===== config.mk =====
export PLATFORM = sky130hd
export DESIGN_NAME = rpp_finish
export DESIGN_NICKNAME = d
export VERILOG_FILES = /design/src/sv/rpp_pkg.sv /design/src/sv/rpp_finish.sv
export SDC_FILE = /design/constraint.sdc
export NUM_CORES = 1
export LEC_CHECK = 0
export ABC_AREA = 1
export BUFFER_PORTS_ARGS = -buffer_cell sky130_fd_sc_hd__clkbuf_2
export CAP_MARGIN = 20
export CORE_MARGIN = 8
export CORE_UTILIZATION = 55
export CTS_CLUSTER_SIZE = 20
export DETAILED_ROUTE_END_ITERATION = 16
export PLACE_DENSITY = 0.84
export SLEW_MARGIN = 0
export SYNTH_ARGS = -nofsm -noshare
export SYNTH_HDL_FRONTEND = slang
export SYNTH_SLANG_ARGS = --single-unit

===== constraint.sdc =====
create_clock -name clk -period 6.7 [get_ports clk]
set_input_delay 0.67 -clock clk [delete_from_list [all_inputs] [get_ports clk]]
set_output_delay 0.67 -clock clk [all_outputs]
set_load 0.05 [all_outputs]

===== src/sv/rpp_pkg.sv =====
// Package for the rotate-about-pivot pipeline: fixed-point formats, angle constants,
// the CORDIC arctangent table and the stage payload type.
// No dependencies; every other file of the block refers to it by scoped names.
package rpp_pkg;

  // Datapath widths. Offsets carry 16 guard bits below the Q16.16 point.
  localparam int XW          = 52;
  localparam int ZW          = 26;
  localparam int GUARD_BITS  = 16;
  localparam int TABLE_LEN   = 32;
  localparam int ATAN_W      = 23;

  // Defaults for the top-level parameters.
  localparam int COORD_WIDTH_DEF   = 32;
  localparam int CORDIC_STAGES_DEF = 16;

  // Reciprocal of the CORDIC gain for many stages, Q0.30.
  localparam logic [29:0] GAIN_Q30 = 30'd652032874;

  // Angles in Q16.16 degrees.
  localparam logic signed [ZW-1:0] FULL_TURN    = 26'sd23592960;
  localparam logic signed [ZW-1:0] HALF_TURN    = 26'sd11796480;
  localparam logic signed [ZW-1:0] QUARTER_TURN = 26'sd5898240;

  // The angle is biased by 2^31 to make it unsigned; this is that bias modulo a full turn.
  localparam logic signed [ZW-1:0] ANGLE_BIAS = ZW'((64'd1 << 31) % 64'(FULL_TURN));

  // Quotient bits of the restoring angle reduction, and the stages in front of the CORDIC.
  localparam int ANGLE_QBITS = 8;
  localparam int PREP_DEPTH  = ANGLE_QBITS + 2;

  typedef struct packed {
    logic signed [XW-1:0] x;
    logic signed [XW-1:0] y;
    logic signed [ZW-1:0] z;
    logic signed [31:0]   px;
    logic signed [31:0]   py;
  } stage_t;

  // atan(2^-i) in Q16.16 degrees, rounded to nearest.
  function automatic logic [ATAN_W-1:0] atan_deg(input int idx);
    logic [ATAN_W-1:0] v;
    unique case (idx)
      0:       v = 23'd2949120;
      1:       v = 23'd1740967;
      2:       v = 23'd919879;
      3:       v = 23'd466945;
      4:       v = 23'd234379;
      5:       v = 23'd117304;
      6:       v = 23'd58666;
      7:       v = 23'd29335;
      8:       v = 23'd14668;
      9:       v = 23'd7334;
      10:      v = 23'd3667;
      11:      v = 23'd1833;
      12:      v = 23'd917;
      13:      v = 23'd458;
      14:      v = 23'd229;
      15:      v = 23'd115;
      16:      v = 23'd57;
      17:      v = 23'd29;
      18:      v = 23'd14;
      19:      v = 23'd7;
      20:      v = 23'd4;
      21:      v = 23'd2;
      22:      v = 23'd1;
      default: v = 23'd0;
    endcase
    return v;
  endfunction

endpackage


===== src/sv/rpp_finish.sv =====
// Output stage: drop the guard bits, add the pivot back and saturate.
// Depends on rpp_pkg; its registers are the block's result registers.
module rpp_finish #(
  parameter int COORD_WIDTH = rpp_pkg::COORD_WIDTH_DEF
) (
  input  logic               clk,
  input  logic               en,
  input  rpp_pkg::stage_t    d,
  output logic signed [31:0] rotated_x,
  output logic signed [31:0] rotated_y,
  output logic               overflow
);

  localparam int XW       = rpp_pkg::XW;
  localparam int SAT_BITS = (COORD_WIDTH < 32) ? COORD_WIDTH : 32;
  localparam logic signed [37:0] SAT_HI = (38'sd1 <<< (SAT_BITS - 1)) - 38'sd1;
  localparam logic signed [37:0] SAT_LO = -SAT_HI - 38'sd1;

  logic signed [XW-1:0] xr, yr;
  logic signed [37:0]   sx, sy;
  logic                 ox, oy;
  logic signed [37:0]   cx, cy;

  always_comb begin
    xr = d.x + XW'(64'd1 << (rpp_pkg::GUARD_BITS - 1));
    yr = d.y + XW'(64'd1 << (rpp_pkg::GUARD_BITS - 1));
    sx = {{2{xr[XW-1]}}, xr[XW-1:rpp_pkg::GUARD_BITS]} + {{6{d.px[31]}}, d.px};
    sy = {{2{yr[XW-1]}}, yr[XW-1:rpp_pkg::GUARD_BITS]} + {{6{d.py[31]}}, d.py};
    ox = (sx > SAT_HI) || (sx < SAT_LO);
    oy = (sy > SAT_HI) || (sy < SAT_LO);
    cx = (sx > SAT_HI) ? SAT_HI : ((sx < SAT_LO) ? SAT_LO : sx);
    cy = (sy > SAT_HI) ? SAT_HI : ((sy < SAT_LO) ? SAT_LO : sy);
  end

  always_ff @(posedge clk) begin
    if (en) begin
      rotated_x <= cx[31:0];
      rotated_y <= cy[31:0];
      overflow  <= ox || oy;
    end
  end

endmodule


# Word level (Yosys, flattened, before mapping)
# Cells that the tools add are included.
[word_totals] reg_bits=65 latchBits=0 mem_bits_rw=0 mem_bits_ro=0 in_bits=196 out_inout_bits=65 wordCells=16 memories=0
[op_classes] addsub=4 n_mul=0 div_mod_pow=0 magnitude_cmp=4 n_eq_ne=0 n_shift=0 n_mux=2 bitwise=0 reduce_logical=3
[ops] cell="52-bit by 16-bit adder with 52-bit output (second input constant)" count=2
[ops] cell="36-bit by 32-bit adder with 37-bit output" count=2
[ops] cell="37-bit by 32-bit greater-than comparator with 1-bit output (second input constant)" count=2
[ops] cell="37-bit by 32-bit less-than comparator with 1-bit output (second input constant)" count=2
[ops] cell="32-bit 2-to-1 mux" count=2
[ops] cell="1-bit logical OR" count=3

# Longest topological paths before layout
[depth] ltp_word=5 mapped_depth=31 depth_no_buf=29

# Least setup slack after synthesis
# OpenSTA, ideal clock, no wires.
[synth_path] kind="input-to-reg" start="in d[157] in the netlist's numbering" end="reg rotated_x[2] (data pin)" setup_ns=0.257 t_arrival_ns=3.818 required_ns=6.443 setup_slack_ns=2.625 path_stages=31 path_buffers=2 cell_sequence="ha_1 -> nand3_1 -> inv_1 -> nand2_2 -> nor2_4 -> nand2_2 -> nor2_2 -> nand4_1 -> nor2_1 -> nand3_2 -> nor2_4 -> nand2_1 -> nor2_1 -> xnor2_1 -> inv_1 -> ha_1 -> nand2_1 -> nor2_1 -> nand2_1 -> nor4_1 -> nand2_2 -> nand2_1 -> nand2_1 -> nand2_1 -> nor2_1 -> nand3_1 -> nand2_2 -> inv_2 -> buf_6 -> buf_8 -> o21ai_2"
[synth_via] elab_chain_cells=4 word_cells_on_any_way=5 classes_between="2 x add/sub; 2 x order compare; 1 x mux"
[synth_lines] item="start: declaration" line="rpp_finish.sv:8" rtl="input rpp_pkg::stage_t d,"
[synth_lines] item="52-bit by 16-bit adder with 52-bit output *" line="rpp_finish.sv:25" rtl="xr = d.x + XW'(64'd1 << (rpp_pkg::GUARD_BITS - 1));"
[synth_lines] item="36-bit by 32-bit adder with 37-bit output *" line="rpp_finish.sv:27" rtl="sx = {{2{xr[XW-1]}}, xr[XW-1:rpp_pkg::GUARD_BITS]} + {{6{d.px[31]}}, d.px};"
[synth_lines] item="37-bit by 32-bit less-than comparator with 1-bit output" line="rpp_finish.sv:31" rtl="cx = (sx > SAT_HI) ? SAT_HI : ((sx < SAT_LO) ? SAT_LO : sx);"
[synth_lines] item="32-bit 2-to-1 mux" line="rpp_finish.sv:31"
[synth_lines] item="end signal: assignment" line="rpp_finish.sv:37" rtl="rotated_x <= cx[31:0];"
[synth_lines] item="end: declaration" line="rpp_finish.sv:9" rtl="output logic signed [31:0] rotated_x,"
# Mark *: on every way between the ends. The rest lies on a longest branch, timed or not.
# A chain may end at the register's enable or synchronous reset.

# Worst setup path after layout
[layout_path] start="in d[157] in the netlist's numbering" end="reg rotated_x[11] (data pin)"
# The elaborated chain is that of the path after synthesis.

==> key figures <==
Place
  – Pre-CTS WS: 1.25 ns
  – GP Congestion: between 0.9 and 1
  – # port buffers: around 200
  – Placement Cell Area: 10200 um2
  – Detail Placement HPWL: roughly 22000 um

Yosys
  – Avg Cell Area, Syn: 6.53 um2
  – Mapped Cells: about 1400
  – Post-synth EDFFs: 65
  – Syn Nets: 1655
  – Async S/R FF share, synth: 0
  – Yosys cell types: 45
  – Main synth FF type: edfxtp_1
  – Ys Warns: 0
  – Syn Std Cell Area: 9010 um2
  – Number of synthesized register bits: 65
  – Seq/Total Area, Yosys: 0.217

STA
  – Worst setup margin: 1.58 ns
  – Final hold vios: 0
  – RSZ-0062 raised after global routing: no
  – Sum Neg Setup Slack: 0 ns
  – Slew headroom: 0.411
  – Final Slew Violations: 0
  – Final Cycle Share: 0.764
  – Worst slew pin tran: 0.881 ns
  – Tmin final: 5.12 ns
  – Setup-failing EPs final: 0
  – Max Clk Rate: 195 MHz

Power
  – Sw power: 0.979 mW
  – Total power: between 2 and 2.5 mW
  – Maximum VDD drop: approximately 0.22 mV
  – Pwr Density: 206 nW/um2
  – Flop pwr share: 0.271
  – Sw frac: 0.451
  – Int Power: roughly 1.2 mW
  – P_leak: approximately 5.6 nW
  – Power share of the clock group: 0.238
  – Power share of the combinational group: 0.491

Die
  – Initial Utilization: 0.565
  – IO Pins: 261
  – Die X: 144 um
  – Core Rows: 46
  – Core ar.: 15900 um2
  – Die area: 20700 um2
  – Die extent in y: about 140 um

Global routing
  – Gr usage total: 0.240
  – Antenna violations before repair: 0
  – Largest net degree at the start of global routing: 66
  – First-pass GRT wire length: 40700 um
  – Vias in the first global route: 8958
  – GR Overflow Total: 0

Clock network
  – CTS resizes: 0
  – CTS root buffer: clkbuf_16
  – CTS tree: done
  – Post-CTS Setup Repair Bufs: 0
  – Clock Sinks: 65
  – H-tree depth: 3
  – CTS max path bufs: 2
  – Post-CTS Hold Fix Bufs: 0
  – Num CTS Buffers: 9
  – Clock-pin slew on the worst setup and hold paths: 0.06 ns

Routing
  – Routed len/inst: roughly 14 um
  – Remaining antenna violation count: 0
  – DRC viols: 0
  – Final WL: 25500 um
  – Via count: 9454
  – Vias/cell: 5.24
  – 1st-pass router iterations: 6
  – 1st-iter DRT viols: around 550

Layout
  – Fill cell count: about 1500
  – Area grow syn2layout: 17.2%
  – Register area: 1950 um2
  – Design area: 10600 um2
  – # nets final: 1860
  – Ant. Diodes: 0
  – Share of cells above drive strength 1: 0.191
  – Multi-input gate area: roughly 6200 um2

Run status
  – Status: complete, no violations

Run
  – Max Cap Viol: 0

Critical path
  – Setup crit end kind: flop
  – CP arrival: 5.17 ns
  – Req. time, crit path: 6.75 ns
  – Kind of start point of the critical path: primary input
  – CP Max Fanout: 25
  – Critical path type: in2reg

Hold path
  – Hold Crit Class: in2reg
path summary, 6_finish.rpt:
| check | from | to | slack, ns | cells after the start |
|---|---|---|---|---|
| hold / removal | d[32] | rotated_x[0]$_SDFFCE_PN1P_ | 0.73 | 4 |
| setup / recovery | d[157] | rotated_x[11]$_SDFFCE_PN1P_ | 1.58 | 28 |
state kept, by name, summed over array words and instances, names as in the netlist:
name       flops
rotated_y     32
overflow       1
rotated_x     32
cell families (layout without fill, tap and decap cells):
group,Yosys count,after routing,share of synthesized area
fa+ha+maj,80,80,0.113
simple gates,735,735,0.358
buf+inv,218,428,0.0954
xor+xnor,112,112,0.109
flops,65,65,0.217
compound gates,169,169,0.108
metrics by stage:
| step | std cells | util | hold slack [ns] |
|---|---|---|---|
| 6_report | 1805 | 0.662 | 0.733 |
| 5_1_grt | 1805 | 0.662 | 0.764 |
| 4_1_cts | 1805 | 0.662 | 0.735 |
| 3_5_place_dp | 1789 | 0.642 | 1.07 |
| 3_3_place_gp | 1789 | 0.642 | 1.07 |
| 2_1_floorplan | 1379 | - | 0.782 |
synth_stat cells, types with 9 or more instances:
cell      instances  area, um2
a21oi_1          72        360
a31oi_1           9       56.3
edfxtp_1         65       1950
ha_1             78        976
inv_1           200        751
nand2_1         419       1570
nand2_2          22        138
nand3_1          73        365
nand4_1          20        125
nor2_1          124        465
nor3_1           18       90.1
nor4_1           12       75.1
o21ai_0          46        230
o21ai_2          11       96.3
o21bai_1         11       82.6
or2_2            10       62.6
xnor2_1          39        342
xor2_1           73        639
placed cells by master (no fill, tap or decap), drive strengths merged, types with 4 or more instances in the layout:
cell type	Yosys	routed
xor2	73	73
nor4	12	12
nand3	80	80
clkbuf	2	212
inv	205	207
a21o	5	5
nand4	20	20
o21bai	11	11
or2	11	11
nand2	441	441
buf	11	4
ha	78	78
nor2	134	134
o21ai	60	60
a31oi	9	9
edfxtp	65	65
nor3	27	27
a21oi	77	77
xnor2	39	39
per-layer routing:
metal | track usage | part of all wire | vias to the layer above
li1 | - | - | 4881
met1 | 0.303 | 0.44 | 4254
met2 | 0.423 | 0.48 | 282
met5 | 0 | 0 | -
met4 | 0.0509 | 0.016 | 0
met3 | 0.0369 | 0.063 | 37
critical path: stages:
cell and delay [ns]:
clkbuf_2 0.09, ha_1 0.17, nand3_1 0.15, inv_1 0.10
nand2_2 0.09, nor2_4 0.13, nand2_2 0.08, nor2_2 0.11
nand4_1 0.11, nor2_1 0.15, nand3_2 0.13, nor2_4 0.16
nand2_2 0.11, nor2_4 0.12, xnor2_1 0.13, inv_1 0.06
ha_1 0.38, inv_1 0.18, o21ai_0 0.14, nor2_1 0.18
o21ai_0 0.12, a21oi_1 0.27, nand3_1 0.11, nand2_1 0.08
nand3_1 0.07, nand2_1 0.65, buf_4 0.31, o21ai_0 0.10
layout make-up:
cell class | count | share of cell area
clock inverters | 7 | 0.00972
well taps | 216 | 0.0256
multi-input cells | 1096 | 0.587
repair buffers | 207 | 0.0988
flip-flops and latches | 65 | 0.185
clock buffers | 9 | 0.0213
inverters | 205 | 0.0729
power by group through the flow:
stage	Combinational (mW)	Clock, mW	Sequential (mW)
after floorplan	0.529	0	0.850
after global placement	1.05	0	0.594
after detailed placement	1.06	0	0.593
after CTS	1.06	0.521	0.587
after global routing	1.17	0.535	0.593
final	1.07	0.517	0.588
No activity file was read; power rests on OpenSTA's default activity.
