## src/sv/rpp_pkg.sv

```systemverilog
// Package for the rotate-about-pivot pipeline: fixed-point formats, angle constants,
// the CORDIC arctangent table and the stage payload type.
// No dependencies; every other file of the block refers to it by scoped names.
package rpp_pkg;

  // Datapath widths. Offsets carry 16 guard bits below the Q16.16 point.
  localparam int XW          = 52;
  localparam int ZW          = 26;
  localparam int GUARD_BITS  = 16;
  localparam int TABLE_LEN   = 32;
  localparam int ATAN_W      = 23;

  // Defaults for the top-level parameters.
  localparam int COORD_WIDTH_DEF   = 32;
  localparam int CORDIC_STAGES_DEF = 16;

  // Reciprocal of the CORDIC gain for many stages, Q0.30.
  localparam logic [29:0] GAIN_Q30 = 30'd652032874;

  // Angles in Q16.16 degrees.
  localparam logic signed [ZW-1:0] FULL_TURN    = 26'sd23592960;
  localparam logic signed [ZW-1:0] HALF_TURN    = 26'sd11796480;
  localparam logic signed [ZW-1:0] QUARTER_TURN = 26'sd5898240;

  // The angle is biased by 2^31 to make it unsigned; this is that bias modulo a full turn.
  localparam logic signed [ZW-1:0] ANGLE_BIAS = ZW'((64'd1 << 31) % 64'(FULL_TURN));

  // Quotient bits of the restoring angle reduction, and the stages in front of the CORDIC.
  localparam int ANGLE_QBITS = 8;
  localparam int PREP_DEPTH  = ANGLE_QBITS + 2;

  typedef struct packed {
    logic signed [XW-1:0] x;
    logic signed [XW-1:0] y;
    logic signed [ZW-1:0] z;
    logic signed [31:0]   px;
    logic signed [31:0]   py;
  } stage_t;

  // atan(2^-i) in Q16.16 degrees, rounded to nearest.
  function automatic logic [ATAN_W-1:0] atan_deg(input int idx);
    logic [ATAN_W-1:0] v;
    unique case (idx)
      0:       v = 23'd2949120;
      1:       v = 23'd1740967;
      2:       v = 23'd919879;
      3:       v = 23'd466945;
      4:       v = 23'd234379;
      5:       v = 23'd117304;
      6:       v = 23'd58666;
      7:       v = 23'd29335;
      8:       v = 23'd14668;
      9:       v = 23'd7334;
      10:      v = 23'd3667;
      11:      v = 23'd1833;
      12:      v = 23'd917;
      13:      v = 23'd458;
      14:      v = 23'd229;
      15:      v = 23'd115;
      16:      v = 23'd57;
      17:      v = 23'd29;
      18:      v = 23'd14;
      19:      v = 23'd7;
      20:      v = 23'd4;
      21:      v = 23'd2;
      22:      v = 23'd1;
      default: v = 23'd0;
    endcase
    return v;
  endfunction

endpackage

```

## src/sv/rpp_prep.sv

```systemverilog
// Front stages: offset from the pivot, gain pre-scaling, angle reduction modulo 360
// degrees and the quarter-turn fold. Depends on rpp_pkg.
module rpp_prep (
  input  logic                                clk,
  input  logic [rpp_pkg::PREP_DEPTH-1:0]      en,
  input  logic signed [31:0]                  pivot_x,
  input  logic signed [31:0]                  pivot_y,
  input  logic signed [31:0]                  point_x,
  input  logic signed [31:0]                  point_y,
  input  logic signed [31:0]                  angle_deg,
  output rpp_pkg::stage_t                     q
);

  localparam int QB = rpp_pkg::ANGLE_QBITS;
  localparam int XW = rpp_pkg::XW;
  localparam int ZW = rpp_pkg::ZW;

  logic [31:0]        u_q  [0:QB];
  logic signed [31:0] px_q [0:QB];
  logic signed [31:0] py_q [0:QB];
  logic signed [XW-1:0] gx_q [2:QB];
  logic signed [XW-1:0] gy_q [2:QB];

  logic signed [32:0] dx_q, dy_q;
  logic               nx_q, ny_q;
  logic [45:0]        phx_q, plx_q, phy_q, ply_q;

  logic [31:0] magx, magy;
  logic [61:0] sumx, sumy;
  logic [47:0] qx, qy;

  // Stage 0: capture, take offsets and bias the angle to an unsigned value.
  always_ff @(posedge clk) begin
    if (en[0]) begin
      px_q[0] <= pivot_x;
      py_q[0] <= pivot_y;
      dx_q    <= {point_x[31], point_x} - {pivot_x[31], pivot_x};
      dy_q    <= {point_y[31], point_y} - {pivot_y[31], pivot_y};
      u_q[0]  <= {~angle_deg[31], angle_deg[30:0]};
    end
  end

  // Stage 1: magnitudes times the gain, as two 16 x 30 partial products each.
  always_comb begin
    magx = dx_q[32] ? 32'(-dx_q) : dx_q[31:0];
    magy = dy_q[32] ? 32'(-dy_q) : dy_q[31:0];
  end

  always_ff @(posedge clk) begin
    if (en[1]) begin
      nx_q  <= dx_q[32];
      ny_q  <= dy_q[32];
      phx_q <= magx[31:16] * rpp_pkg::GAIN_Q30;
      plx_q <= magx[15:0]  * rpp_pkg::GAIN_Q30;
      phy_q <= magy[31:16] * rpp_pkg::GAIN_Q30;
      ply_q <= magy[15:0]  * rpp_pkg::GAIN_Q30;
    end
  end

  // Stage 2: sum the partials, round half away from zero to 16 guard bits, restore sign.
  always_comb begin
    sumx = {phx_q, 16'd0} + {16'd0, plx_q} + 62'd8192;
    sumy = {phy_q, 16'd0} + {16'd0, ply_q} + 62'd8192;
    qx   = sumx[61:14];
    qy   = sumy[61:14];
  end

  always_ff @(posedge clk) begin
    if (en[2]) begin
      gx_q[2] <= nx_q ? -$signed({4'd0, qx}) : $signed({4'd0, qx});
      gy_q[2] <= ny_q ? -$signed({4'd0, qy}) : $signed({4'd0, qy});
    end
  end

  // Stages 1 to QB: restoring reduction of the biased angle, one quotient bit a stage.
  for (genvar s = 1; s <= QB; s++) begin : g_mod
    localparam logic [31:0] DIV_K = 32'(rpp_pkg::FULL_TURN) << (QB - s);
    always_ff @(posedge clk) begin
      if (en[s]) begin
        u_q[s]  <= (u_q[s-1] >= DIV_K) ? u_q[s-1] - DIV_K : u_q[s-1];
        px_q[s] <= px_q[s-1];
        py_q[s] <= py_q[s-1];
      end
    end
  end

  for (genvar s = 3; s <= QB; s++) begin : g_dly
    always_ff @(posedge clk) begin
      if (en[s]) begin
        gx_q[s] <= gx_q[s-1];
        gy_q[s] <= gy_q[s-1];
      end
    end
  end

  // Last stage: remove the bias, map to [-180, 180) and fold into [-90, 90].
  logic signed [ZW-1:0] z0, z1, z2, zf;
  logic signed [XW-1:0] xf, yf;

  always_comb begin
    z0 = $signed({1'b0, u_q[QB][ZW-2:0]}) - rpp_pkg::ANGLE_BIAS;
    z1 = (z0 < 0) ? z0 + rpp_pkg::FULL_TURN : z0;
    z2 = (z1 >= rpp_pkg::HALF_TURN) ? z1 - rpp_pkg::FULL_TURN : z1;
    xf = gx_q[QB];
    yf = gy_q[QB];
    zf = z2;
    if (z2 > rpp_pkg::QUARTER_TURN) begin
      xf = -gy_q[QB];
      yf = gx_q[QB];
      zf = z2 - rpp_pkg::QUARTER_TURN;
    end else if (z2 < -rpp_pkg::QUARTER_TURN) begin
      xf = gy_q[QB];
      yf = -gx_q[QB];
      zf = z2 + rpp_pkg::QUARTER_TURN;
    end
  end

  always_ff @(posedge clk) begin
    if (en[QB+1]) begin
      q.x  <= xf;
      q.y  <= yf;
      q.z  <= zf;
      q.px <= px_q[QB];
      q.py <= py_q[QB];
    end
  end

endmodule

```

## config.mk

```make
export PLATFORM = sky130hd
export DESIGN_NAME = rpp_prep
export DESIGN_NICKNAME = d
export VERILOG_FILES = /design/src/sv/rpp_pkg.sv /design/src/sv/rpp_prep.sv
export SDC_FILE = /design/constraint.sdc
export NUM_CORES = 2
export LEC_CHECK = 0
export ABC_AREA = 0
export BUFFER_PORTS_ARGS = -buffer_cell sky130_fd_sc_hd__buf_4
export CAP_MARGIN = 40
export CORE_MARGIN = 2
export CORE_UTILIZATION = 35
export DETAILED_ROUTE_END_ITERATION = 16
export PLACE_DENSITY = 0.49
export SYNTH_ARGS = -nofsm -noshare
export SYNTH_HDL_FRONTEND = slang
export SYNTH_SLANG_ARGS = --single-unit
```

## constraint.sdc

```tcl
create_clock -name clk -period 16.75 [get_ports clk]
set_input_delay 0.8375 -clock clk [delete_from_list [all_inputs] [get_ports clk]]
set_output_delay 0.8375 -clock clk [all_outputs]
set_load 0.01 [all_outputs]
```

* After elaboration in Yosys (flattened, before gate mapping)
Memories as Yosys holds them, arrays and structs flattened. A register that Yosys moved wholly into a read port is not among the register bits.
Index checks and enable logic that the tools add are counted.
** Operators by class
- Mux-type cells :: 38
- Bitwise gates (word level) :: 1
- Magnitude comparators :: 12
- Multiply operators :: 4
- Div/mod/pow operators :: 0
- Add/subtract/negate cells :: 25
- Eq/ne operators :: 0
- Shifts and indexed selects :: 0
- Reductions and logical operators :: 0
** Operators with widths (number)
- $mux W32 :: 10
- $mux W52 :: 6
- $mul A16 B29 Y45 const B :: 4
- $add A62 B14 Y62 const B :: 2
- $add A62 B46 Y62 :: 2
- $mux W26 :: 4
- $neg A48 Y52 :: 2
- $neg A52 Y52 :: 2
- $sub A32 B32 Y33 :: 2
- $neg A32 Y32 :: 2
- $ge A32 B25 Y1 const B :: 1
- $ge A32 B26 Y1 const B :: 1
- $ge A32 B27 Y1 const B :: 1
- $ge A32 B28 Y1 const B :: 1
- $ge A32 B29 Y1 const B :: 1
- $ge A32 B30 Y1 const B :: 1
- $ge A32 B31 Y1 const B :: 1
- $ge A32 B32 Y1 const B :: 1
- $sub A32 B25 Y32 const B :: 1
- $sub A32 B26 Y32 const B :: 1
- $sub A32 B27 Y32 const B :: 1
- $sub A32 B28 Y32 const B :: 1
- $sub A32 B29 Y32 const B :: 1
- $sub A32 B30 Y32 const B :: 1
- other kinds (13) :: 30
** Storage, ports and cells
- Register bits :: 378
- Bits in latches :: 0
- RAM bits :: 1592
- Input port bits :: 171
- Output and inout bits :: 194
- ROM bits :: 0
- Memories kept :: 5
** Memory list
- gx_q :: depth 7, width 52, read ports 7, clocked after Yosys merged registers in 0, wr ports 7, RTL line rpp_prep.sv:21 : logic signed [XW-1:0] gx_q [2:QB];
- gy_q :: depth 7, width 52, read ports 7, clocked after Yosys merged registers in 0, wr ports 7, RTL line rpp_prep.sv:22 : logic signed [XW-1:0] gy_q [2:QB];
- px_q :: depth 9, width 32, read ports 9, clocked after Yosys merged registers in 1, wr ports 9, RTL line rpp_prep.sv:19 : logic signed [31:0] px_q [0:QB];
- py_q :: depth 9, width 32, read ports 9, clocked after Yosys merged registers in 1, wr ports 9, RTL line rpp_prep.sv:20 : logic signed [31:0] py_q [0:QB];
- u_q :: depth 9, width 32, read ports 9, clocked after Yosys merged registers in 0, wr ports 9, RTL line rpp_prep.sv:18 : logic [31:0] u_q [0:QB];

* Depth between registers and ports, before layout
An unclocked memory read counts as a cell.
- Depth in word-level cells :: 9
- Gate-level depth with buffers :: 34

* Worst setup path after synthesis
Ideal clock, no wire load.
- Kind :: register -> register
- From :: reg dy_q[0]
- To :: reg phy_q[45] (data pin)
- Cell stages (with the launch flop) :: 32
- Path slack :: 7.649 ns
- Period minus slack after synthesis :: 9.101 ns
- Library setup time :: 0.258 ns
- Data required time :: 16.492 ns
- Data arrival time :: 8.843 ns
- Path buffers :: 0
- Cells stage by stage :: edfxtp_1 > inv_1 > ha_1 > nand3_1 > or3_1 > or4_1 > o41a_1 > xnor2_1 > inv_1 > ha_1 > inv_1 > fa_1 > fa_1 > inv_1 > fa_1 > fa_1 > inv_1 > fa_1 > inv_1 > ha_1 > a2111oi_0 > o21ai_0 > o21ai_0 > o21ai_0 > a311oi_1 > o21ai_0 > a41oi_1 > o21ai_0 > a311o_1 > nor4_1 > nor2_1 > xnor2_1
** On the way
- Longest elaborated chain between the ends :: 3
** Ends and longest elaborated chain
- from (decl) :: RTL line rpp_prep.sv:24 : logic signed [32:0] dx_q, dy_q;
- from (signal assigned) :: RTL line rpp_prep.sv:38 : dy_q <= {point_y[31], point_y} - {pivot_y[31], pivot_y};
- $neg A32 Y32 :: RTL line rpp_prep.sv:46 : magy = dy_q[32] ? 32'(-dy_q) : dy_q[31:0];
- $mux W32 :: RTL line rpp_prep.sv:46
- $mul A16 B29 Y45 :: RTL line rpp_prep.sv:55 : phy_q <= magy[31:16] * rpp_pkg::GAIN_Q30;
- to (signal assigned) :: RTL line rpp_prep.sv:55
- to (decl) :: RTL line rpp_prep.sv:26 : logic [45:0] phx_q, plx_q, phy_q, ply_q;
Every way passes these cells.
A chain may end at the register's enable or synchronous reset.

* Worst setup path in the final report
Same ends and word-level chain as after synthesis.

==> qor.txt <==
CP peak stage delay: 0.80 ns
Crit. End Element: flip-flop
DR pass1 iterations: 6
Fin Clk Skew: 0.138 ns
worst hold-check path type: in -> reg
placeable core area: 309000 sq um
Die Area: 315000 sq um
Fmax achieved: 0.0901 GHz
PortBufs: 364
ys async rst share: 0%
WL/cell: 21.8 microns
grt ovf: 0
via/cell ratio: 4.88
Max transition margin: 34.2%
I/O pin cnt: 365
Die Span X: 561 microns
Final HPWL DP: 221000 microns
Rows: 204
hold_sp: pivot_x[5]
RR Startpoint: dy_q[0]
worst hold path endpoint: px_q[0][5]
GR Util All Layers: 17.8%
final setup violation count: 0
Min-Delay Path Depth: 1
Skew-Pair Late Insertion Delay: 0.94 ns
critical path type: reg -> reg
CTS tree: done
Syn Nets: 9630
Post-CTS Resized: 0
Routed WL: 280000 microns
RSZ-0062 raised after global routing: false
critical path peak fanout: 12
CP Launch Type: flip-flop
Antenna Violating Nets Remaining: 0
post-CTS setup buffer count: 0
H-tree lvl count: 4
max-slew violation count: 0
final hold viol count: 0
initial antenna violation count: 15
max-cap viol count: 0
reg2reg end: phy_q[45]
Crit path required time: 17.30 ns
worst reg2reg setup slack: 5.65 ns
Mean Syn Cell Area: 13.6 sq um
fin nets: 10200
worst slew pin tran: 0.982 ns
Yosys reg bits: 2003
sequential share of the synthesized area: 55.3%
Max Root-Sink Buffers: 4
TritonCTS Sinks: 2003
Slowest cell on crit path: or4_1
CTS Buf Count: 217
first-pass GRT wire length: 422000 microns
1st-iter DRT viols: 4514
r2r worst-path depth: 34
fin crit share: 66.3%
Synth Warn #: 0
prevailing post-synth register cell: edfxtp_1
drt drc: 0
Root Driver: clkbuf_16
synthesized instance count: 7985
setup TNS: 0 ns
synthesized cell area: 109000 sq um
GP Congestion: 0.884
Area Growth Syn to Fin: 14.4%
cts hold-fix bufs: 9
post-synth cell types: 94
layout cell share with drive strength beyond 1: 10.2%
min cycle time layout: 11.10 ns
run status: completed
die height: 561 microns
Clock transition at path regs: 0.06 ns
Starting Density: 35.2%
vias in the first global route: 65100
largest net degree at the start of global routing: 124
Post-synth EDFFs: 2003
Vias: 62900
Worst Path Arrival: 11.65 ns
-- worst max path at each step --
| stage | startpoint | end | slack [ns] | cells after the start |
|---|---|---|---|---|
| 2_1_floorplan | dy_q[0] | phy_q[45] | 7.65 | 31 |
| 3_3_place_gp | dy_q[0] | phy_q[45] | 5.56 | 31 |
| 4_1_cts | dx_q[2] | phx_q[41] | 5.75 | 31 |
| 5_1_grt | dy_q[0] | phy_q[45] | 5.02 | 34 |
| 3_5_place_dp | dy_q[0] | phy_q[45] | 5.82 | 34 |
| 6_report | dy_q[0] | phy_q[45] | 5.65 | 34 |
-- state kept, by name (all words and copies together) (netlist names), 45 cells and up --
signal / count
phx_q: 45
phy_q: 45
gy_q: 364
gx_q: 364
q: 194
u_q: 281
px_q: 288
py_q: 288
-- kinds of logic (layout without fill, tap and decap cells) --
kind of cell / after synthesis / count (layout) / synth area share (%)
XOR/XNOR: 485 / 485 / 3.91
other: 0 / 6 / 0
AO/OA/AOI/OAI: 1253 / 1253 / 7.50
multiplexers: 14 / 14 / 0.133
AND/OR/NAND/NOR: 1389 / 1389 / 6.67
flip-flops: 2003 / 2003 / 55.3
buffers and inverters: 1367 / 2134 / 4.73
adder cells (fa/ha/maj): 1474 / 1474 / 21.8
-- routing by layer --
layer	wire length, microns	global-route usage, %	part of all wire [%]	vias to the layer above
met5	23	0	0.0082	-
met4	4790	3.51	1.7	4
met3	11200	1.95	4.0	261
met2	128000	28.2	46	1304
met1	136000	26.3	49	31800
li1	-	-	-	29500
-- synthesized netlist by cell type, types with 11 or more instances --
library cell,instances,area [sq um]
o31ai_1,36,270
o41ai_1,13,114
a21oi_1,322,1610
o21bai_1,41,308
edfxtp_1,2003,60100
nor2b_1,42,263
o22ai_1,11,68.8
xnor2_1,311,2720
clkbuf_1,81,304
nand2b_1,46,288
xor2_1,174,1520
a21o_1,129,968
nand4_1,37,231
a21boi_0,21,158
or4_1,29,218
nand3b_1,21,158
a31oi_1,39,244
a211oi_1,44,330
o21ai_0,302,1510
buf_1,15,56.3
nor3b_1,37,278
ha_1,780,9760
fa_1,694,13900
nand3_1,137,686
nand2_1,283,1060
nor4b_1,13,114
nor3_1,142,711
or3_1,66,413
o211ai_1,34,255
nor2_1,310,1160
and3_1,32,200
or2_2,57,357
and2_1,34,213
o21a_1,72,541
nor4_1,47,294
a221o_1,49,490
inv_1,1264,4740
a311oi_1,11,96.3
-- stage by stage --
step	hold WS, ns	instance area [sq um]	worst slack [ns]	instances	util (%)
final	0.0942	124000	5.65	12900	40.3
after global routing	0.0331	124000	5.02	12900	40.3
after CTS	0.00449	124000	5.75	12900	40.3
after detailed placement	0.405	117000	5.82	12500	38.0
after global placement	0.400	117000	5.56	12400	37.8
after floorplan	0.400	109000	7.65	7985	-
-- final cells by class --
| cell class | count | area, sq um |
|---|---|---|
| clock buffer | 251 | 5560 |
| antenna | 6 | 15.0 |
| fill | 28800 | 185000 |
| clock inverter | 146 | 1450 |
| sequential | 2003 | 60100 |
| inverter | 1264 | 4740 |
| multi-input combinational | 4615 | 43500 |
| tap | 4120 | 5150 |
| timing repair buffer | 473 | 3840 |
-- cells in the final DEF, fill, tap and decap left out, types with 57 or more instances in the layout --
| master | netlist | layout |
|---|---|---|
| xor2_1 | 174 | 173 |
| a21o_1 | 129 | 129 |
| clkbuf_16 | 0 | 217 |
| nor2_1 | 310 | 309 |
| buf_4 | 0 | 434 |
| nor3_1 | 142 | 142 |
| nand3_1 | 137 | 137 |
| o21a_1 | 72 | 72 |
| o21ai_0 | 302 | 302 |
| fa_1 | 694 | 694 |
| edfxtp_1 | 2003 | 2003 |
| xnor2_1 | 311 | 307 |
| or3_1 | 66 | 66 |
| inv_1 | 1264 | 1264 |
| ha_1 | 780 | 780 |
| or2_2 | 57 | 57 |
| nand2_1 | 283 | 283 |
| a21oi_1 | 322 | 322 |
-- critical path: cells and delay by family (launching register included) --
family | cells | cell delay (ns)
AOI/OAI and AO/OA | 10 | 3.13
DFF | 1 | 0.55
and+or+nand+nor | 6 | 1.69
buffers and inverters | 7 | 0.99
adders and majority gates | 8 | 3.46
xor gates and xnor gates | 3 | 0.94
Power is not shown: default switching activity piles up to over one toggle a cycle in this logic, so the estimate is an artifact.
