==> config.mk <==
export PLATFORM = sky130hd
export DESIGN_NAME = rpp_cordic_stage
export DESIGN_NICKNAME = d
export VERILOG_FILES = /design/src/sv/rpp_pkg.sv /design/src/sv/rpp_cordic_stage.sv
export SDC_FILE = /design/constraint.sdc
export NUM_CORES = 1
export LEC_CHECK = 0
export BUFFER_PORTS_ARGS = -buffer_cell sky130_fd_sc_hd__buf_4
export CAP_MARGIN = 20
export CORE_UTILIZATION = 45
export CTS_CLUSTER_SIZE = 20
export DETAILED_ROUTE_END_ITERATION = 8
export GPL_ROUTABILITY_DRIVEN = 1
export PLACE_DENSITY_LB_ADDON = 0.2
export REMOVE_ABC_BUFFERS = 1
export SLEW_MARGIN = 20
export SYNTH_ARGS = -nofsm -noshare
export SYNTH_HDL_FRONTEND = slang
export SYNTH_SLANG_ARGS = --single-unit
==> constraint.sdc <==
create_clock -name clk -period 4.8 [get_ports clk]
set_input_delay 1.44 -clock clk [delete_from_list [all_inputs] [get_ports clk]]
set_output_delay 1.44 -clock clk [all_outputs]
set_load 0.02 [all_outputs]
==> src/sv/rpp_pkg.sv <==
// Package for the rotate-about-pivot pipeline: fixed-point formats, angle constants,
// the CORDIC arctangent table and the stage payload type.
// No dependencies; every other file of the block refers to it by scoped names.
package rpp_pkg;

  // Datapath widths. Offsets carry 16 guard bits below the Q16.16 point.
  localparam int XW          = 52;
  localparam int ZW          = 26;
  localparam int GUARD_BITS  = 16;
  localparam int TABLE_LEN   = 32;
  localparam int ATAN_W      = 23;

  // Defaults for the top-level parameters.
  localparam int COORD_WIDTH_DEF   = 32;
  localparam int CORDIC_STAGES_DEF = 16;

  // Reciprocal of the CORDIC gain for many stages, Q0.30.
  localparam logic [29:0] GAIN_Q30 = 30'd652032874;

  // Angles in Q16.16 degrees.
  localparam logic signed [ZW-1:0] FULL_TURN    = 26'sd23592960;
  localparam logic signed [ZW-1:0] HALF_TURN    = 26'sd11796480;
  localparam logic signed [ZW-1:0] QUARTER_TURN = 26'sd5898240;

  // The angle is biased by 2^31 to make it unsigned; this is that bias modulo a full turn.
  localparam logic signed [ZW-1:0] ANGLE_BIAS = ZW'((64'd1 << 31) % 64'(FULL_TURN));

  // Quotient bits of the restoring angle reduction, and the stages in front of the CORDIC.
  localparam int ANGLE_QBITS = 8;
  localparam int PREP_DEPTH  = ANGLE_QBITS + 2;

  typedef struct packed {
    logic signed [XW-1:0] x;
    logic signed [XW-1:0] y;
    logic signed [ZW-1:0] z;
    logic signed [31:0]   px;
    logic signed [31:0]   py;
  } stage_t;

  // atan(2^-i) in Q16.16 degrees, rounded to nearest.
  function automatic logic [ATAN_W-1:0] atan_deg(input int idx);
    logic [ATAN_W-1:0] v;
    unique case (idx)
      0:       v = 23'd2949120;
      1:       v = 23'd1740967;
      2:       v = 23'd919879;
      3:       v = 23'd466945;
      4:       v = 23'd234379;
      5:       v = 23'd117304;
      6:       v = 23'd58666;
      7:       v = 23'd29335;
      8:       v = 23'd14668;
      9:       v = 23'd7334;
      10:      v = 23'd3667;
      11:      v = 23'd1833;
      12:      v = 23'd917;
      13:      v = 23'd458;
      14:      v = 23'd229;
      15:      v = 23'd115;
      16:      v = 23'd57;
      17:      v = 23'd29;
      18:      v = 23'd14;
      19:      v = 23'd7;
      20:      v = 23'd4;
      21:      v = 23'd2;
      22:      v = 23'd1;
      default: v = 23'd0;
    endcase
    return v;
  endfunction

endpackage

==> src/sv/rpp_cordic_stage.sv <==
// One registered CORDIC rotation-mode iteration with a fixed shift.
// Depends on rpp_pkg for the payload type and the arctangent table.
module rpp_cordic_stage #(
  parameter int IDX = 0
) (
  input  logic            clk,
  input  logic            en,
  input  rpp_pkg::stage_t d,
  output rpp_pkg::stage_t q
);

  localparam int ZW = rpp_pkg::ZW;
  localparam logic signed [ZW-1:0] ATAN =
    $signed({{(ZW - rpp_pkg::ATAN_W){1'b0}}, rpp_pkg::atan_deg(IDX)});

  logic signed [rpp_pkg::XW-1:0] xs, ys;

  always_comb begin
    xs = d.x >>> IDX;
    ys = d.y >>> IDX;
  end

  always_ff @(posedge clk) begin
    if (en) begin
      if (d.z >= 0) begin
        q.x <= d.x - ys;
        q.y <= d.y + xs;
        q.z <= d.z - ATAN;
      end else begin
        q.x <= d.x + ys;
        q.y <= d.y - xs;
        q.z <= d.z + ATAN;
      end
      q.px <= d.px;
      q.py <= d.py;
    end
  end

endmodule

# Word level (Yosys, flattened, before mapping)
# Cells that the tools add are included.
# classes
mux,1
add_sub_neg,5
magnitude_cmp,1
# op_table
op,n
130-bit two-way mux,1
52-bit subtractor,2
52-bit adder,1
26-bit by 23-bit adder with 26-bit output (second input constant),1
26-bit by 1-bit >= comparator with 1-bit output (second input constant),1
26-bit by 23-bit subtractor with 26-bit output (second input constant),1
# word_totals
output_inout_bits,194
word_cells,12
in_bits,196
ff_bits,194

# Logic depth before layout (Yosys ltp)
# Gate-level depths: netlist of run 1.
# logic_depth
depth_word,2
ltp_mapped,19

# Worst setup path before layout of run 1
# OpenSTA, ideal clock, no wires.
# synth_path
path_type,input to register
start,in d[89] in the netlist's numbering
end,"reg q[89] in the netlist's numbering, data pin"
arrival_time_ns,4.522
cell_stages,19
slack_ns,0.015
setup_ns,0.262
n_path_buf,3
path_cell_list,inv_1 -> ha_1 -> nor4b_1 -> nand4_1 -> o21ai_1 -> clkbuf_1 -> buf_2 -> buf_2 -> ha_1 -> a21o_1 -> a21oi_1 -> o21bai_1 -> a21oi_1 -> o21bai_1 -> a21oi_1 -> nor2b_1 -> nor2_1 -> o21bai_1 -> xor2_1
# synth_between
elab_chain_cells,2
word_cells_on_any_way,4
cone_classes,add/sub (2); order compare (1); mux (1)
# synth_rtl
item,line,text
from (decl),rpp_cordic_stage.sv:8,"input rpp_pkg::stage_t d,"
26-bit by 23-bit adder with 26-bit output (tied with other cells),rpp_cordic_stage.sv:32,q.z <= d.z + ATAN;
130-bit two-way mux *,rpp_cordic_stage.sv:25,if (d.z >= 0) begin
to (decl),rpp_cordic_stage.sv:9,output rpp_pkg::stage_t q
# Mark *: on every way between the ends. The rest lies on a longest branch, timed or not.
# A chain may end at the register's enable or synchronous reset.

# Worst setup path after layout of run 1
# layout_path
start,in d[112] in the netlist's numbering
end,"reg q[141] in the netlist's numbering, data pin"
# layout_between
elab_chain_cells,2
word_cells_on_any_way,3
cone_classes,add/sub (2); mux (1)
# layout_rtl
item,line
52-bit subtractor or 52-bit adder (tied branches),"rpp_cordic_stage.sv:31, rpp_cordic_stage.sv:27"
130-bit two-way mux *,rpp_cordic_stage.sv:25
# Marks and branches as above.

==> metrics.yaml, run 1 <==
synthesis:
  synthCells: 1731
  syn_area_per_cell_um2: 9.267
  synth_area_mm2: 0.01604
  synth_edf_count: 193
  yosysTopAreaCell: "edfxtp_1"
  ys_warn_count: 0
  netlist.area_leader.share_pct: 36.13
  netlist-cell-type-count: 95
  synthFlopType: "edfxtp_1"
  seq_area_frac_synth_pct: 36.13
  synth_area_leaders: "edfxtp_1, ha_1, a21oi_1, xnor2_1, inv_1"
  yosys_register_bits: 193
  postSynth.asyncResetShare_pct: 0
clocking:
  cts_made_buffers: 17
  clock-sinks: 193
  cts_tree: "yes"
  ctsHoldBuffers: 0
  ctsResizeCount: 0
  cts-root-buf: "clkbuf_16"
  path_clk_slew_ns: 0.08
  htree_levels: 4
  clockBufferDepth: 2
  post_cts_buffers: 0
floorplanning:
  start_util_pct: 46.10
  placementRows: 68
  core_area_mm2: 0.03480
  num_io_pins: 390
  chipWidth_um: 190.8
  die_area_mm2: 0.03641
  dieHeight_um: 190.8
pwr:
  p_total_mw: 6.149
  power_density_mw_per_mm2: 299.9
  cellLeakagePower_nw: 8.965
  ir_drop_uv: 299.0
drt:
  wl_per_cell_um: 23.52
  dr.pass1.iters: 5
  routed_via_density: 5.836
  ant_nets: 0
  drt_iter0_drc: 1172
  route.detailed.drc: 0
  vias: 15360
  wl_mm: 61.90
hold_path:
  worstHoldPathType: "input port to flop"
sta:
  worstMarginPinSlew_ns: 0.8991
  relSlewSlack_pct: 40.06
  clock.fmax_mhz: 230.8
  setup_tns_ns: 0
  finalSetupViolations: 0
  hold_viol_final: 0
  fin_crit_ns: 4.332
  timing.hold.ws_ns: 1.147
  rsz0062_at_grt: "no"
  final.period_utilization_pct: 90.25
  drv_slew: 0
final_layout:
  multi_input_area_mm2: 0.009266
  fin_nets: 2537
  fin_util_pct: 58.93
  syn_to_final_growth_pct: 27.83
  final-seq-area_mm2: 0.005796
  drive_gt1_share_pct: 26.70
  largest-register: "q"
  fillCellCount: 3154
  instances_no_fill: 2632
  largest_reg_flops: 193
  top_regs: "q (193)"
worst_setup_path:
  slowest_delay_ns: 0.61
  endpoint_kind: "flop"
  critical_path_class: "input port to flop"
  path_cells: "buf_4 -> inv_1 -> ha_1 -> inv_1 -> a21oi_1 -> o31ai_1 -> nor4_2 -> o31ai_2 -> buf_4 -> a21oi_2 -> o21ai_1 -> a311oi_1 -> mux2i_1 -> xor2_1"
  cp_top_family: "compound AO/OA/AOI/OAI gates"
  slowest_stage: "ha_1"
  crit_buf_inv: 4
  crit_fanout: 14
  startpoint_type: "input port"
  cp.required_ns: 5.01
  crit_arrival_ns: 4.55
global_route:
  grt_overflow: 0
  grt_pass1_vias: 14790
  antenna_found_initial: 2
  track_usage_pct: 32.99
  grt_pass1_wl_mm: 89.36
  grt_max_degree: 100
status:
  status: "finished, final reports clean"
placement:
  dp_cells: 2600
  portBuffers: 389
  gp_congestion: 0.9929
  hpwl_mm: 50.51
flow_run:
  max_cap_violations: 0
==> where the power goes <==
| part | internal, mW | leakage, nW | switching [mW] | total, mW |
|---|---|---|---|---|
| sequential | 2.15 | 1.89 | 0.0855 | 2.23 |
| clock | 0.698 | 0.275 | 0.763 | 1.46 |
| combinational | 0.958 | 6.80 | 1.50 | 2.45 |
==> stage by stage <==
stage	setup WS [ns]	instance area (µm²)
detailed placement	0.006210	19920
floorplan	-6.411	15690
CTS	0.5164	20500
finish	0.4679	20510
global route	0.2258	20510
global placement	0.04123	19920
==> cells in the mapped netlist, types with 28 or more instances <==
library cell,number
a21oi_1,216
edfxtp_1,193
ha_1,173
inv_1,159
nor2_1,119
o21ai_0,111
nand2_1,102
xnor2_1,94
o21bai_1,52
nand4_1,30
nor3_1,30
clkbuf_1,29
a21o_1,28
==> cell usage in the layout, fill, tap and decap left out, types with 6 or more instances in the layout <==
master,netlist,layout
buf_4,6,482
a21oi_1,216,216
edfxtp_1,193,193
ha_1,173,173
inv_1,159,159
nor2_1,119,119
o21ai_0,111,111
nand2_1,102,102
xnor2_1,94,94
o21bai_1,52,52
nand4_1,30,30
nor3_1,30,30
a21o_1,28,28
nand3_1,25,25
mux2i_1,24,24
nor4_1,18,18
nor2b_1,17,17
a211oi_1,17,17
clkbuf_16,0,17
o21a_1,16,16
o211ai_1,16,16
o21ai_1,16,15
o31ai_1,15,15
a31oi_1,12,12
xor2_1,10,10
or2_2,9,9
a221o_1,8,8
or3_1,7,7
a21oi_2,6,6
nand2b_1,6,6
==> layout make-up <==
class | count | area share, %
Inverter | 169 | 3.100
Clock inverter | 14 | 0.7749
Tap cell | 455 | 2.776
Sequential cell | 193 | 28.26
Multi-Input combinational cell | 1299 | 45.19
Timing Repair Buffer | 484 | 17.81
Antenna cell | 1 | 0.01220
Clock buffer | 17 | 2.075
==> worst paths after layout <==
check | from | end | slack, ns | cells after the start
setup / recovery | d[112] | q[141]$_DFFE_PP_ | 0.47 | 14
hold / removal | d[15] | q[15]$_DFFE_PP_ | 1.15 | 1
==> cell families after synthesis <==
family | after synthesis | synth area share [%]
AO/OA/AOI/OAI | 597 | 24.28
XOR/XNOR | 104 | 5.678
adder cells (fa/ha/maj) | 177 | 13.99
buffers and inverters | 239 | 6.177
flip-flops | 193 | 36.13
multiplexers | 24 | 1.498
AND/OR/NAND/NOR | 397 | 12.25
==> per-layer routing <==
| metal | vias to the layer above | part of all wire [%] | GRT usage (%) |
|---|---|---|---|
| met1 | 7323 | 39 | 39.94 |
| met2 | 754 | 48 | 55.77 |
| met3 | 132 | 8.0 | 6.294 |
| met4 | 0 | 4.6 | 16.40 |
| met5 | - | 0 | 0 |
| li1 | 7152 | - | - |
No activity file was read; power rests on OpenSTA's default activity.
==> inputs of run 2 (changes only) <==
==> constraint.sdc (replaced) <==
create_clock -name clk -period 4.8 [get_ports clk]
set_input_delay 0.96 -clock clk [delete_from_list [all_inputs] [get_ports clk]]
set_output_delay 0.96 -clock clk [all_outputs]
set_load 0.02 [all_outputs]
==> run 2 against run 1 <==
  * Global-route usage down 0.73 points
  * Critical path type unchanged
  * Critical endpoint is now q[140]$_DFFE_PP_
  * Power decreased by 1.1%
  * Core utilization decreased by 1.5 points
==> metrics.yaml, run 2 (synthesis results as in run 1) <==
worst_setup_path:
  startpoint_type: "input port"
  crit_fanout: 12
  cp.required_ns: 5.01
  endpoint_kind: "flop"
  crit_arrival_ns: 4.08
  critical_path_class: "input port to flop"
sta:
  rsz0062_at_grt: "no"
  fin_ws_ns: 0.9278
  hold_viol_final: 0
  clock.fmax_mhz: 258.3
  relSlewSlack_pct: 37.50
  fin_crit_ns: 3.872
  final.period_utilization_pct: 80.67
  finalSetupViolations: 0
  setup_tns_ns: 0
  drv_slew: 0
  worstMarginPinSlew_ns: 0.9376
clocking:
  cts_made_buffers: 17
  cts-root-buf: "clkbuf_16"
  ctsHoldBuffers: 0
  cts_tree: "yes"
  clock-sinks: 193
  htree_levels: 4
  clockBufferDepth: 2
  ctsResizeCount: 0
  path_clk_slew_ns: 0.08
  post_cts_buffers: 0
drt:
  dr.pass1.iters: 6
  wl_per_cell_um: 23.46
  vias: 14910
  ant_nets: 0
  route.detailed.drc: 0
  wl_mm: 60.10
  drt_iter0_drc: 1209
  routed_via_density: 5.820
global_route:
  antenna_found_initial: 2
  grt_pass1_vias: 14400
  grt_pass1_wl_mm: 87.80
  met3_usage_pct: 6.883
  top_usage_layer: "met2"
  grt_util_met2_pct: 53.90
  grt_max_degree: 105
  grt_overflow: 0
  track_usage_pct: 32.26
  met1_usage_pct: 39.75
final_layout:
  final_cell_area_mm2: 0.01997
  instances_no_fill: 2562
  final_common_cell: "buf_4"
  fin_nets: 2466
  largest-register: "q"
  final_cell_mix: "buf_4, a21oi_1, edfxtp_1"
  drive_gt1_share_pct: 24.23
  top_regs: "q (193)"
  largest_reg_flops: 193
  syn_to_final_growth_pct: 24.51
  fillCellCount: 3131
pwr:
  p_total_mw: 6.081
  ir_drop_uv: 272.6
  cellLeakagePower_nw: 8.623
  power_density_mw_per_mm2: 304.4
floorplanning:
  chipWidth_um: 190.8
  die_area_mm2: 0.03641
  placementRows: 68
  dieHeight_um: 190.8
  start_util_pct: 46.10
  core_area_mm2: 0.03480
  num_io_pins: 390
flow_run:
  max_cap_violations: 0
placement:
  dp_slack_ns: 0.5407
  gp_congestion: 0.9604
  portBuffers: 389
  hpwl_mm: 48.79
  place_area_mm2: 0.01937
  dp_cells: 2529
status:
  status: "finished, final reports clean"
hold_path:
  worstHoldPathType: "input port to flop"
  hold_depth: 1
-- run 2: cell count changes in the layout (fill, tap and decap cells not counted) --
cell and delta:
inv_6 +1, inv_12 -1, bufinv_16 +1, buf_12 -1, diode_2 +1, buf_4 -70, inv_8 -1
-- run 2: path summary, 6_finish.rpt --
check	start	to	slack, ns
min	d[47]	q[47]$_DFFE_PP_	0.68
max	d[131]	q[140]$_DFFE_PP_	0.93
-- run 2: routing by layer --
| metal | share of wire, % | wire [µm] |
|---|---|---|
| met1 | 40 | 23800 |
| met2 | 48 | 28790 |
| met3 | 8.4 | 5027 |
| met4 | 4.1 | 2484 |
| met5 | 0 | 0 |
-- run 2: power by group --
part	internal, mW	switching, mW	total (mW)
logic	0.890	1.46	2.35
registers	2.15	0.0780	2.23
clock network	0.743	0.761	1.50
total	3.78	2.30	6.08
-- run 2: area by class of cell --
class                   count  area (µm²)  area share (%)
diodes                      2       5.005         0.02506
multi-input cells        1299        9266           46.39
clock buffers              17       425.4           2.130
well taps                 455       569.3           2.850
repair buffers            413        3107           15.55
clock inverters            14       170.2          0.8519
inverters                 169       635.6           3.182
flip-flops and latches    193        5796           29.02
-- run 2: worst max-delay path, cell delays in order --
cell,delay [ns]
buf_4,0.10
inv_1,0.04
ha_1,0.58
inv_1,0.24
a21oi_1,0.31
o31ai_1,0.20
a21o_1,0.23
a221oi_1,0.58
nor3b_1,0.43
a211oi_1,0.14
a311o_1,0.29
-- run 2: metrics by stage --
stage          util [%]  hold slack (ns)
2_1_floorplan         -            1.059
3_3_place_gp      55.67            1.138
3_5_place_dp      55.67            1.139
4_1_cts           57.39           0.6550
5_1_grt           57.40           0.6563
6_report          57.40           0.6752
==> inputs of run 3 (changes only) <==
- clock period: 4.8 -> 3.2 ns (I/O delays scaled with it)
==> run 3 against run 2 <==
  * The run now ends with setup timing left
  * Flip-flop and latch count did not move
  * Non-clock buffer count grew 463
  * Sequential share of layout area decreased by 4.8 points
  * Combinational power increased by 86%
  * Via count grew 13%
  * Clock power up 53%
  * First-iteration DRC count rose by 11%
  * Largest power group unchanged
  * Highest routed layer unchanged
==> metrics.yaml, run 3 (synthesis results as in run 1) <==
worst_setup_path:
  startpoint_type: "input port"
  slowest_stage: "o41a_1"
  cp.required_ns: 3.42
  slowest_delay_ns: 0.54
  endpoint_kind: "flop"
  path_cells: "buf_8 -> inv_4 -> ha_4 -> nor2b_4 -> o211ai_1 -> a31o_4 -> a21oi_4 -> o41a_1 -> a221o_1 -> a221oi_2 -> buf_4 -> nor3_4 -> o31ai_2 -> xnor2_1"
  critical_path_class: "input port to flop"
  crit_fanout: 3
  crit_arrival_ns: 3.56
  startpoint: "d[91]"
drt:
  wl_mm: 65.65
  ant_nets: 0
  drt_iter0_drc: 1347
  vias: 16860
  dr.pass1.iters: 8
  routed_via_density: 5.570
  route.detailed.drc: 0
  wl_per_cell_um: 21.69
status:
  violations: "setup timing"
  status: "finished with violations"
floorplanning:
  die_area_mm2: 0.03641
  dieHeight_um: 190.8
  start_util_pct: 46.10
  chipWidth_um: 190.8
  core_area_mm2: 0.03480
  placementRows: 68
  num_io_pins: 390
clocking:
  cts_tree: "yes"
  cts_made_buffers: 17
  htree_levels: 4
  ctsHoldBuffers: 0
  clockBufferDepth: 2
  clock-sinks: 193
  cts-root-buf: "clkbuf_16"
  path_clk_slew_ns: 0.09
final_layout:
  largest-register: "q"
  final_cell_area_mm2: 0.02389
  fin_nets: 2929
  final_common_cell: "buf_4"
  drive_gt1_share_pct: 40.09
  fillCellCount: 2849
  instances_no_fill: 3026
  final_cell_mix: "buf_4, a21oi_1, edfxtp_1"
  syn_to_final_growth_pct: 48.94
  largest_reg_flops: 193
  top_regs: "q (193)"
sta:
  drv_slew: 0
  hold_viol_final: 0
  finalSetupViolations: 3
  clock.fmax_mhz: 299.0
  fin_ws_ns: -0.1450
  worstMarginPinSlew_ns: 0.6023
  final.period_utilization_pct: 104.5
  relSlewSlack_pct: 59.42
  rsz0062_at_grt: "yes"
  fin_crit_ns: 3.345
placement:
  gp_congestion: 1.003
  hpwl_mm: 54.34
  portBuffers: 389
  dp_cells: 2983
  place_area_mm2: 0.02282
  dp_slack_ns: -0.6181
global_route:
  track_usage_pct: 35.24
  grt_pass1_vias: 16590
  grt_overflow: 0
  grt_max_degree: 76
  antenna_found_initial: 2
  grt_pass1_wl_mm: 96.41
pwr:
  p_int_mw: 6.254
  power_density_mw_per_mm2: 419.3
  cellLeakagePower_nw: 10.92
  p_comb_share_pct: 43.6
  seqPwrFrac_pct: 33.5
  sw_frac_of_total_pct: 37.58
  ir_drop_uv: 419.0
  p_switching_mw: 3.765
  p_total_mw: 10.02
  power.share.clock_pct: 22.9
hold_path:
  hold_depth: 1
  worstHoldPathType: "input port to flop"
  hold_start: "d[45]"
flow_run:
  max_cap_violations: 0
==> run 3: cell count changes in the layout (fill, tap and decap cells not counted), moves of 5 or more <==
cell / delta
buf_4: +456
ha_1: -13
a21oi_1: -10
ha_2: +8
a21oi_2: +5
a21oi_4: +5
ha_4: +5
o21ai_2: +5
==> run 3: through the flow <==
step | setup TNS, ns | hold WS (ns) | util, %
2_1_floorplan | -518.15 | 0.7389 | -
3_3_place_gp | -21.73 | 0.8181 | 65.58
3_5_place_dp | -24.03 | 0.8192 | 65.58
4_1_cts | 0 | 0.3319 | 67.45
5_1_grt | -0.4526 | 0.3239 | 68.66
6_report | -0.3235 | 0.3419 | 68.66
==> run 3: metal layers <==
layer	track usage, %	share of wire (%)
met5	0	0
met3	5.834	7.5
met2	59.62	48
met1	43.75	40
met4	15.94	4.6
==> run 3: layout make-up <==
class | instances | area [µm²] | area share (%)
antenna | 2 | 5.005 | 0.02095
clock inverter | 14 | 183.9 | 0.7698
tap | 455 | 569.3 | 2.383
inverter | 169 | 638.1 | 2.671
multi-input combinational | 1299 | 9632 | 40.31
sequential | 193 | 5796 | 24.26
timing repair buffer | 876 | 6639 | 27.79
clock buffer | 18 | 429.2 | 1.796
==> run 3: final timing paths <==
| kind | to | slack, ns |
|---|---|---|
| worst max-delay path | q[135]$_DFFE_PP_ | -0.15 |
| worst min-delay path | q[45]$_DFFE_PP_ | 0.34 |
==> run 3: repair_timing <==
action,in CTS,in global routing
resized for setup,9,76
buffers inserted,0,9
pin swaps,0,24
endpoints found under the setup margin,10,40
cloned,0,0
==> run 3: worst max-delay path, delay by kind of cell <==
kind                       cells  cell delay [ns]
AOI/OAI and AO/OA              7             2.10
buffers and inverters          3             0.33
adders and majority gates      1             0.19
and+or+nand+nor                2             0.18
xor gates and xnor gates       1             0.12
==> run 3: power by group through the flow <==
stage	Clock, mW	Sequential (mW)	Combinational (mW)
after floorplan	0	3.80	1.57
after global placement	0	3.40	4.17
after detailed placement	0	3.40	4.20
after CTS	2.31	3.35	4.23
after global routing	2.39	3.38	4.64
final	2.29	3.35	4.37
